### src/rtl/sriosc_pkg.sv
package sriosc_pkg;

    // Chain geometry
    localparam int OUT_CHAINS = 2;
    localparam int BYTE_W     = 8;
    localparam int BIT_IDX_W  = 3;
    localparam int CHAIN_W    = 1;
    localparam int PHASE_W    = 4;

    // Last phase of the sequence: latch, load and publish
    localparam logic [PHASE_W-1:0] PHASE_LAST  = 4'd15;
    localparam logic [PHASE_W-1:0] PHASE_FIRST = 4'd0;

    // Stream widths
    localparam int S_TDATA_W = 16;
    localparam int S_TUSER_W = 2;
    localparam int M_TDATA_W = 24;
    localparam int M_TUSER_W = 1;

    // Host beat kinds
    typedef enum logic [1:0] {
        ACT_TICK  = 2'd0,
        ACT_WRITE = 2'd1,
        ACT_SET   = 2'd2,
        ACT_CLEAR = 2'd3
    } action_t;

    // Pin levels, packed highest bit first; bit positions as on the result bus
    typedef struct packed {
        logic                  in_load;
        logic                  in_clock;
        logic                  out_latch;
        logic [OUT_CHAINS-1:0] out_data;
        logic                  out_clock;
    } pins_t;

    typedef logic [BYTE_W-1:0] byte_t;

endpackage

### src/rtl/shift_register_io_scanner.sv
// An input beat reaches its result beat through the input register, then the
// result register; throughput: one beat per cycle while m_tready holds high, set
// by the single pass of phase and pin logic between the two registers.
// Each beat gives exactly one result beat; with both registers full a stalled
// result holds the input, which takes a beat again in the cycle the result frees.
// Reset (aresetn low, synchronous) clears all sequencer state; pins read low.
module shift_register_io_scanner (
    input  logic                                aclk,
    input  logic                                aresetn,
    input  logic                                s_tvalid,
    output logic                                s_tready,
    // [0] chain_index, [8:1] byte_value, [11:9] bit_index, [12] serial_in
    input  logic [sriosc_pkg::S_TDATA_W-1:0]    s_tdata,
    // [1:0] action
    input  logic [sriosc_pkg::S_TUSER_W-1:0]    s_tuser,
    output logic                                m_tvalid,
    input  logic                                m_tready,
    // [0] out_clock, [2:1] out_data, [3] out_latch, [4] in_clock,
    // [5] in_load, [13:6] captured_byte, [17:14] phase
    output logic [sriosc_pkg::M_TDATA_W-1:0]    m_tdata,
    // [0] capture_done
    output logic [sriosc_pkg::M_TUSER_W-1:0]    m_tuser
);

    localparam int OC = sriosc_pkg::OUT_CHAINS;
    localparam int BW = sriosc_pkg::BYTE_W;
    localparam int PW = sriosc_pkg::PHASE_W;
    localparam int PINS_W = $bits(sriosc_pkg::pins_t);
    localparam int RES_W  = PINS_W + BW + PW;

    // Input register
    logic                                   in_valid_reg;
    sriosc_pkg::action_t                    action_reg;
    logic [sriosc_pkg::CHAIN_W-1:0]         chain_reg;
    sriosc_pkg::byte_t                      value_reg;
    logic [sriosc_pkg::BIT_IDX_W-1:0]       bit_reg;
    logic                                   serial_reg;

    // Sequencer state
    logic [PW-1:0]                          phase_reg, phase_next;
    sriosc_pkg::byte_t                      request_reg [OC];
    sriosc_pkg::byte_t                      request_next [OC];
    sriosc_pkg::byte_t                      sending_reg [OC];
    sriosc_pkg::byte_t                      sending_next [OC];
    sriosc_pkg::byte_t                      capture_reg, capture_next;
    sriosc_pkg::byte_t                      published_reg, published_next;
    sriosc_pkg::pins_t                      pins_reg, pins_next;
    logic                                   done_next;

    // Result register
    logic                                   out_valid_reg;
    logic [RES_W-1:0]                       out_data_reg;
    logic                                   out_done_reg;

    logic                                   advance;
    logic [sriosc_pkg::BIT_IDX_W-1:0]       pos;
    sriosc_pkg::byte_t                      mask;
    sriosc_pkg::byte_t                      send_src [OC];

    // Handshake: the input stage moves on whenever the result register frees
    assign advance  = in_valid_reg && (!out_valid_reg || m_tready);
    assign s_tready = !in_valid_reg || advance;

    // Input register
    always_ff @(posedge aclk) begin
        if (!aresetn) begin
            in_valid_reg <= 1'b0;
        end else if (s_tready) begin
            in_valid_reg <= s_tvalid;
        end
        if (s_tvalid && s_tready) begin
            action_reg <= sriosc_pkg::action_t'(s_tuser[1:0]);
            chain_reg  <= s_tdata[0];
            value_reg  <= s_tdata[8:1];
            bit_reg    <= s_tdata[11:9];
            serial_reg <= s_tdata[12];
        end
    end

    // Bit position for this phase pair, MSB first
    assign pos  = ~phase_reg[PW-1:1];
    assign mask = sriosc_pkg::byte_t'(1) << bit_reg;

    // Phase step, pin levels and host request edits
    always_comb begin
        phase_next     = phase_reg;
        request_next   = request_reg;
        sending_next   = sending_reg;
        capture_next   = capture_reg;
        published_next = published_reg;
        pins_next      = pins_reg;
        done_next      = 1'b0;
        send_src       = sending_reg;

        unique case (action_reg)
            sriosc_pkg::ACT_TICK: begin
                if (phase_reg == sriosc_pkg::PHASE_FIRST) begin
                    sending_next        = request_reg;
                    send_src            = request_reg;
                    pins_next.out_latch = 1'b1;
                    pins_next.in_load   = 1'b0;
                end
                if (!phase_reg[0]) begin
                    pins_next.out_clock = 1'b0;
                    for (int n = 0; n < OC; n++) begin
                        pins_next.out_data[n] = send_src[n][pos];
                    end
                    pins_next.in_clock = 1'b1;
                end else begin
                    pins_next.out_clock = 1'b1;
                    capture_next[pos]   = capture_reg[pos] | serial_reg;
                    pins_next.in_clock  = (phase_reg == sriosc_pkg::PHASE_LAST);
                end
                if (phase_reg == sriosc_pkg::PHASE_LAST) begin
                    pins_next.out_latch = 1'b0;
                    pins_next.in_load   = 1'b1;
                    published_next      = capture_next;
                    capture_next        = '0;
                    done_next           = 1'b1;
                end
                phase_next = phase_reg + PW'(1);
            end
            sriosc_pkg::ACT_WRITE,
            sriosc_pkg::ACT_SET,
            sriosc_pkg::ACT_CLEAR: begin
                for (int n = 0; n < OC; n++) begin
                    if (32'(chain_reg) == n) begin
                        if (action_reg == sriosc_pkg::ACT_WRITE) begin
                            request_next[n] = value_reg;
                        end else if (action_reg == sriosc_pkg::ACT_SET) begin
                            request_next[n] = request_reg[n] | mask;
                        end else begin
                            request_next[n] = request_reg[n] & ~mask;
                        end
                    end
                end
            end
            default: begin
                phase_next = phase_reg;
            end
        endcase
    end

    // State registers, updated as a beat passes to the result register
    always_ff @(posedge aclk) begin
        if (!aresetn) begin
            phase_reg     <= '0;
            capture_reg   <= '0;
            published_reg <= '0;
            pins_reg      <= '0;
            for (int n = 0; n < OC; n++) begin
                request_reg[n] <= '0;
                sending_reg[n] <= '0;
            end
        end else if (advance) begin
            phase_reg     <= phase_next;
            capture_reg   <= capture_next;
            published_reg <= published_next;
            pins_reg      <= pins_next;
            request_reg   <= request_next;
            sending_reg   <= sending_next;
        end
    end

    // Result register
    always_ff @(posedge aclk) begin
        if (!aresetn) begin
            out_valid_reg <= 1'b0;
        end else if (advance) begin
            out_valid_reg <= 1'b1;
        end else if (m_tready) begin
            out_valid_reg <= 1'b0;
        end
        if (advance) begin
            out_data_reg <= {phase_next, published_next, pins_next};
            out_done_reg <= done_next;
        end
    end

    assign m_tvalid = out_valid_reg;
    assign m_tdata  = {(sriosc_pkg::M_TDATA_W - RES_W)'(0), out_data_reg};
    assign m_tuser  = out_done_reg;

`ifndef SYNTHESIS
    // A published capture always wraps the sequence back to phase zero
    a_done_wraps: assert property (@(posedge aclk) disable iff (!aresetn)
        out_valid_reg && out_done_reg |-> out_data_reg[RES_W-1 -: PW] == '0)
        else $error("capture done without phase wrap");

    // A tick steps the phase by one
    a_tick_steps: assert property (@(posedge aclk) disable iff (!aresetn)
        advance && action_reg == sriosc_pkg::ACT_TICK
        |=> phase_reg == $past(phase_reg) + PW'(1))
        else $error("tick did not advance phase");

    // Host edits leave the sequence and pins alone
    a_host_holds: assert property (@(posedge aclk) disable iff (!aresetn)
        advance && action_reg != sriosc_pkg::ACT_TICK
        |=> $stable(phase_reg) && $stable(pins_reg))
        else $error("host beat disturbed sequence");

    // Latch high and load high are never driven together
    a_latch_load: assert property (@(posedge aclk) disable iff (!aresetn)
        !(pins_reg.out_latch && pins_reg.in_load))
        else $error("latch and load both high");
`endif

endmodule
### config.mk
export PLATFORM = sky130hd
export DESIGN_NAME = shift_register_io_scanner
export DESIGN_NICKNAME = d
export VERILOG_FILES = /design/src/rtl/sriosc_pkg.sv /design/src/rtl/shift_register_io_scanner.sv
export SDC_FILE = /design/constraint.sdc
export NUM_CORES = 1
export LEC_CHECK = 0
export ABC_AREA = 1
export BUFFER_PORTS_ARGS = -buffer_cell sky130_fd_sc_hd__buf_2
export CORE_ASPECT_RATIO = 1.5
export CORE_MARGIN = 5
export CORE_UTILIZATION = 40
export DETAILED_ROUTE_END_ITERATION = 16
export SKIP_LAST_GASP = 1
export SYNTH_ARGS = -nofsm -noshare
export SYNTH_HDL_FRONTEND = slang
export SYNTH_SLANG_ARGS = --single-unit
export TNS_END_PERCENT = 20
### constraint.sdc
create_clock -name aclk -period 2.25 [get_ports aclk]
set_input_delay 0.1125 -clock aclk [delete_from_list [all_inputs] [get_ports aclk]]
set_output_delay 0.1125 -clock aclk [all_outputs]
set_load 0.05 [all_outputs]
==> run metrics, run 1 <==
Seq/Total Area, Yosys 50.0%; Startpoint Class register; first-pass GRT wire length 16.4 mm; largest net degree at the start of global routing 42; PD cells 754 nW/µm²; Netlist cell types 31; Comb power frac 12.0%; hpwl dp 6.93 mm; r2r startpoint phase_reg[3]; Synth area leader dfxtp_1; Hold Vio Cnt, Final 0; min Tclk post-route 1.95 ns; worst path cell trace nor2_8 > nand2_2 > nand2_1 > nand3_1 > nand3_1 > nand2_1 > inv_1 > nand2_1 > nand2_1 > inv_1; fmax 514 MHz; Internal 2.94 mW; largest buffer count on any clock path 2; Initial Util 40.6%; clock share of power 40.2%; TritonCTS clock tree done; most common cell after layout, fill and taps aside nand2_1; Multi-input gate area 1840 µm²; num rows 47; die height 139 µm; Area Growth Syn to Fin 17.4%; Sw Pwr 0.996 mW; CP max-delay cell dfxtp_1; Worst EP required 2.35 ns; pre-CTS worst setup slack 0.280 ns; Avg Inst Size Synth 7.86 µm²; yosys warns 0; sequential share of power 47.8%; most frequent cells in the layout nand2_1, nand3_1, nor2_1; min-delay src s_tvalid; Worst EP arrival 2.04 ns; Yosys reg bits 94; Worst VDD drop 387 µV; initial antenna violation count 0; Die W 96.0 µm; Core Region 10900 µm²; Pre-Repair DR Iteration Count 5; status finished clean; clock sinks 94; CTS Buf Count 9; relative slew slack 59.1%; H-tree depth 3; post_cts resized 0; Cells after Synth 565; top cells by area, synth dfxtp_1, edfxtp_1, nand2_1; area share of the largest cell type after synthesis 27.0%; final worst setup slack 0.305 ns; Final Wtd Congestion 0.803; RSZ-0062 raised after global routing false; ant diodes 0; initial DRC count 150; overall routed net length 9.63 mm; Max-cap violations 0; actual slew at the worst max-slew pin 0.612 ns; filler instances 1089; kind of critical path reg2reg; endpoint class of the critical path register; share of cells above drive strength 1 13.4%; Top cell by count, worst path nand2_1; leakage power 2.30 nW; WP buf/inv 2; PortBufs 39; Sw Share 25.3%; Final Non-Filler Cells 767; Crit path largest cell delay 0.44 ns; skew final 0.00675 ns; via count 3805; DRC viols 0; cell area after synthesis 4440 µm²; number of nets in the layout 639; final setup TNS 0 ns; GR Util All Layers 15.4%; Crit Path Max Fanout 19; grt ovf 0; Avg Vias per Cell 4.96; register area 2220 µm²; critical path launch point phase_reg[3]; final setup fails 0; clk slew on worst S/H paths 0.06 ns; delay-heaviest family, CP simple AND/OR/NAND/NOR gates; worst skew pair latency 0.34 ns; final core utilization 47.7%; ratio of final minimum period to clock period 86.4%; ANT nets after route 0; placed cells 736; Tightest Hold Check Type in2reg; Die ar. 13400 µm²; fin. max-slew vios 0; IO Pins 49; vias in the first global route 3712; routed len/inst 12.6 µm; clock root cell clkbuf_16
power by group through the flow:
stage	clock, mW	combinational [mW]	sequential [mW]
after detailed placement	0	0.456	1.92
after global placement	0	0.446	1.91
after floorplan	0	0.298	1.98
after global routing	1.70	0.529	1.88
after CTS	1.63	0.476	1.88
final	1.58	0.472	1.88
final cells by class:
| class | instances | area share, % |
|---|---|---|
| clock buffer | 12 | 5.14 |
| clock inverter | 4 | 1.01 |
| tap | 147 | 3.53 |
| sequential | 94 | 42.6 |
| inverter | 65 | 4.68 |
| timing repair buffer | 62 | 7.78 |
| multi-input combinational | 383 | 35.3 |
through the flow:
stage               power (mW)  hold slack [ns]  cell area [µm²]
detailed placement        2.37            0.291             4740
floorplan                 2.27            0.211             4460
global route              4.11           0.0793             5210
global placement          2.36            0.290             4740
finish                    3.93           0.0567             5210
CTS                       3.98           0.0510             5210
synth_stat cells:
cell type  number
o21ai_0        49
nand3_1        74
a31oi_1        12
nand3b_1        7
inv_2           4
conb_1          1
a21oi_2         1
nand2_1       105
or2_2           1
nand2_2         7
ha_1            2
o211ai_2        1
o311a_1         2
a211oi_1        4
buf_2          11
dfxtp_1        60
inv_1          60
nor3_1         14
clkbuf_1        7
buf_1           1
edfxtp_1       34
buf_4           8
o21bai_1        1
nor2_1         64
nor2_4          1
xor2_1          2
nor2_8          2
nor2_2          4
a21oi_1        24
clkinv_1        1
buf_6           1
cells by family after synthesis:
kind of cell | after synthesis | share of synthesized area (%)
AND/OR/NAND/NOR | 279 | 28.2
AO/OA/AOI/OAI | 94 | 11.7
flip-flops | 94 | 50.0
buffers and inverters | 93 | 9.01
XOR/XNOR | 2 | 0.394
adder cells (fa/ha/maj) | 2 | 0.563
other | 1 | 0.0844
worst min-delay path, delay by kind of cell:
kind                   cells  cell delay [ns]
and+or+nand+nor            1             0.07
buffers and inverters      1             0.09
AOI/OAI and AO/OA          1             0.06
repair_timing:
item,in CTS,in global routing
setup buffers,0,0
hold endpoints to repair,15,0
hold buffers,15,0
layer usage:
layer | routed length, µm | global-route usage, % | vias up | part of all wire (%)
li1 | - | - | 1963 | -
met1 | 3890 | 16.5 | 1761 | 40
met2 | 5200 | 28.0 | 67 | 54
met3 | 334 | 3.69 | 14 | 3.5
met4 | 201 | 6.37 | 0 | 2.1
met5 | 0 | 0 | - | 0
path summary, 6_finish.rpt:
path | end | slack (ns) | depth (start not counted)
max | out_data_reg[2] | 0.30 | 10
min | in_valid_reg | 0.06 | 3
max reg2reg | out_data_reg[2] | 0.30 | 10
min reg2reg | sending_reg[6] | 0.47 | 2
No activity file was read; power rests on OpenSTA's default activity.
==> inputs of run 2 (changes only) <==
CELL_PAD_IN_SITES_DETAIL_PLACEMENT = 1   (was unset)
CELL_PAD_IN_SITES_GLOBAL_PLACEMENT = 1   (was unset)
CORE_MARGIN = 2   (was 5)
CORE_UTILIZATION = 39   (was 40)
PLACE_DENSITY_LB_ADDON = 0.1   (was unset)
==> run 2 against run 1 <==
Effect of this change:
- die area decreased by 8.1%
- count of clock-buffer cells in the layout decreased by 3
- via count grew 3.2%
- sequential power hardly changed
- critical path depth unchanged
- global-route usage increased by 4.7 points
- fmax shrank 3.3%
- clock power is 16% higher
- sequential share of layout area fell by 0.58 points
- first-iteration DRC count shrank 21%
- flip-flop and latch count is the same
- combinational power is 5.3% higher
- critical endpoint is now out_data_reg[1]
- largest power group unchanged
- highest routed layer unchanged
==> run metrics, run 2 (synthesis gave the netlist of run 1 again) <==
RSZ-0062 raised after global routing false; Max-cap violations 0 (unchanged); worst reg2reg endpoint out_data_reg[1]; critical path launch point phase_reg[0]; Crit Path Max Fanout 17 (-2); kind of critical path reg2reg; min-delay src m_tready; CTS Buf Count 9 (unchanged); R2R depth 10 (unchanged); initial antenna violation count 0 (unchanged); Worst EP arrival 2.11 ns (+0.07 ns); Core Region 11100 µm² (+1.1%); placed inst area 4770 µm² (+0.63%); largest buffer count on any clock path 2 (unchanged); global routing's busiest layer met2; placed cells 740 (+0.54%); first-pass GRT wire length 19.8 mm (+21%); WP buf/inv 2 (unchanged); via count 3927 (+3.2%); ant diodes 0 (unchanged); Post-CTS Setup Inserts 0 (unchanged); skew final 0.00734 ns (+0.000590 ns); DRC viols 0 (unchanged); Avg Vias per Cell 5.09 (+2.7%); TritonCTS clock tree done; relative slew slack 58.7% (-0.40 points); Critical Path End out_data_reg[1]; Top cell by count, worst path nand2_1; worst skew pair latency 0.34 ns (about the same); r2r startpoint phase_reg[0]; clk slew on worst S/H paths 0.07 ns (about the same); GR Util All Layers 20.2% (+4.7 points); Die W 91.1 µm (-5.1%); H-tree depth 3 (unchanged); filler instances 1431 (+31%); Worst EP required 2.35 ns (about the same); fin. max-slew vios 0 (unchanged); Crit path largest cell delay 0.41 ns (-0.03 ns); worst path cell trace inv_1 > ha_1 > nand2_2 > nand2_1 > nand3_1 > nand3_1 > nor2_1 > nand2_1 > nand2_1 > inv_1; leakage power 2.35 nW (+2.0%); vias in the first global route 4183 (+13%); CP Depth 10 (unchanged); overall routed net length 11.4 mm (+19%); IO Pins 49 (unchanged); Worst VDD drop 379 µV (-2.0%); Design Power 4.21 mW (+7.0%); delay-heaviest family, CP simple AND/OR/NAND/NOR gates; fmax 497 MHz (-3.3%); met1 Track Usage GR 21.6% (+5.1 points); most frequent cells in the layout nand2_1, nand3_1, nor2_1; status finished clean; final core utilization 47.8% (+0.14 points); Reg2Reg Setup Slack 0.24 ns (-0.07 ns); Final Cell Area 5290 µm² (+1.4%); Final Non-Filler Cells 771 (+0.52%); endpoint class of the critical path register; Hold Vio Cnt, Final 0 (unchanged); clock sinks 94 (unchanged); number of nets in the layout 643 (+0.63%); clock root cell clkbuf_16; grt ovf 0 (unchanged); Tightest Hold Check Type in2reg; Area Growth Syn to Fin 19.0%; most common cell after layout, fill and taps aside nand2_1; ANT nets after route 0 (unchanged); routed len/inst 14.8 µm (+18%); grt met2 use 39.1% (+11 points); Die ar. 12300 µm² (-8.1%); share of cells above drive strength 1 13.9% (+0.56 points); largest net degree at the start of global routing 42 (unchanged); PortBufs 39 (unchanged); CP max-delay cell dfxtp_1; ratio of final minimum period to clock period 89.4% (+3.0 points); final setup TNS 0 ns (unchanged); post_cts resized 0 (unchanged); hpwl dp 8.37 mm (+21%); initial DRC count 119 (-21%); Final Wtd Congestion 0.760 (-5.3%); die height 135 µm (-3.1%); PD cells 796 nW/µm² (+5.6%); Pre-Repair DR Iteration Count 4 (-1); actual slew at the worst max-slew pin 0.618 ns (+0.00595 ns); Startpoint Class register; cts hold-fix bufs 15 (unchanged); min Tclk post-route 2.01 ns (+0.0672 ns); met3 Use GR 3.01% (-0.68 points); final setup fails 0 (unchanged); Initial Util 40.2% (-0.43 points); num rows 47 (unchanged)
## run 2: changes by cell type in the layout (fill, tap and decap cells not counted), sizes merged
cell	change
clkinv	+2
buf	+4
clkbuf	-3
clkinvlp	-2
bufinv	+3
## run 2: per-stage QoR
stage          worst slack (ns)  hold WS, ns
6_report                  0.238       0.0589
2_1_floorplan            0.0948        0.211
3_5_place_dp              0.266        0.291
4_1_cts                   0.232       0.0525
5_1_grt                  0.0126       0.0829
3_3_place_gp              0.294        0.290
## run 2: layer usage
layer / vias to the layer above / wire (µm)
li1: 1967 / -
met1: 1886 / 4420
met2: 57 / 6490
met3: 17 / 268
met4: 0 / 258
met5: - / 0
## run 2: worst register-to-register path, delay by kind of cell (launching register included)
| kind | cells | cell delay (ns) |
|---|---|---|
| adders and majority gates | 1 | 0.25 |
| buffers and inverters | 2 | 0.15 |
| DFF | 1 | 0.41 |
| and+or+nand+nor | 7 | 0.96 |
## run 2: area by class of cell
| cell class | count | area (µm²) | area share [%] |
|---|---|---|---|
| tap | 147 | 184 | 3.48 |
| multi-input combinational | 383 | 1840 | 34.8 |
| clock buffer | 9 | 225 | 4.26 |
| clock inverter | 7 | 136 | 2.58 |
| sequential | 94 | 2220 | 42.0 |
| timing repair buffer | 66 | 435 | 8.24 |
| inverter | 65 | 244 | 4.62 |
## run 2: how the worst min path moves through the flow
stage          slack [ns]       endpoint  cells after the start
6_report             0.06       m_tvalid                      4
3_3_place_gp         0.29   value_reg[5]                      1
5_1_grt              0.08       m_tvalid                      4
2_1_floorplan        0.21  action_reg[0]                      0
4_1_cts              0.05       m_tvalid                      4
3_5_place_dp         0.29   value_reg[6]                      1
## run 2: power breakdown
part           leakage [nW]  switching [mW]  internal, mW  total [mW]
clock                 0.173           0.640          1.19        1.83
combinational          1.36           0.357         0.140       0.497
sequential            0.817          0.0351          1.84        1.88
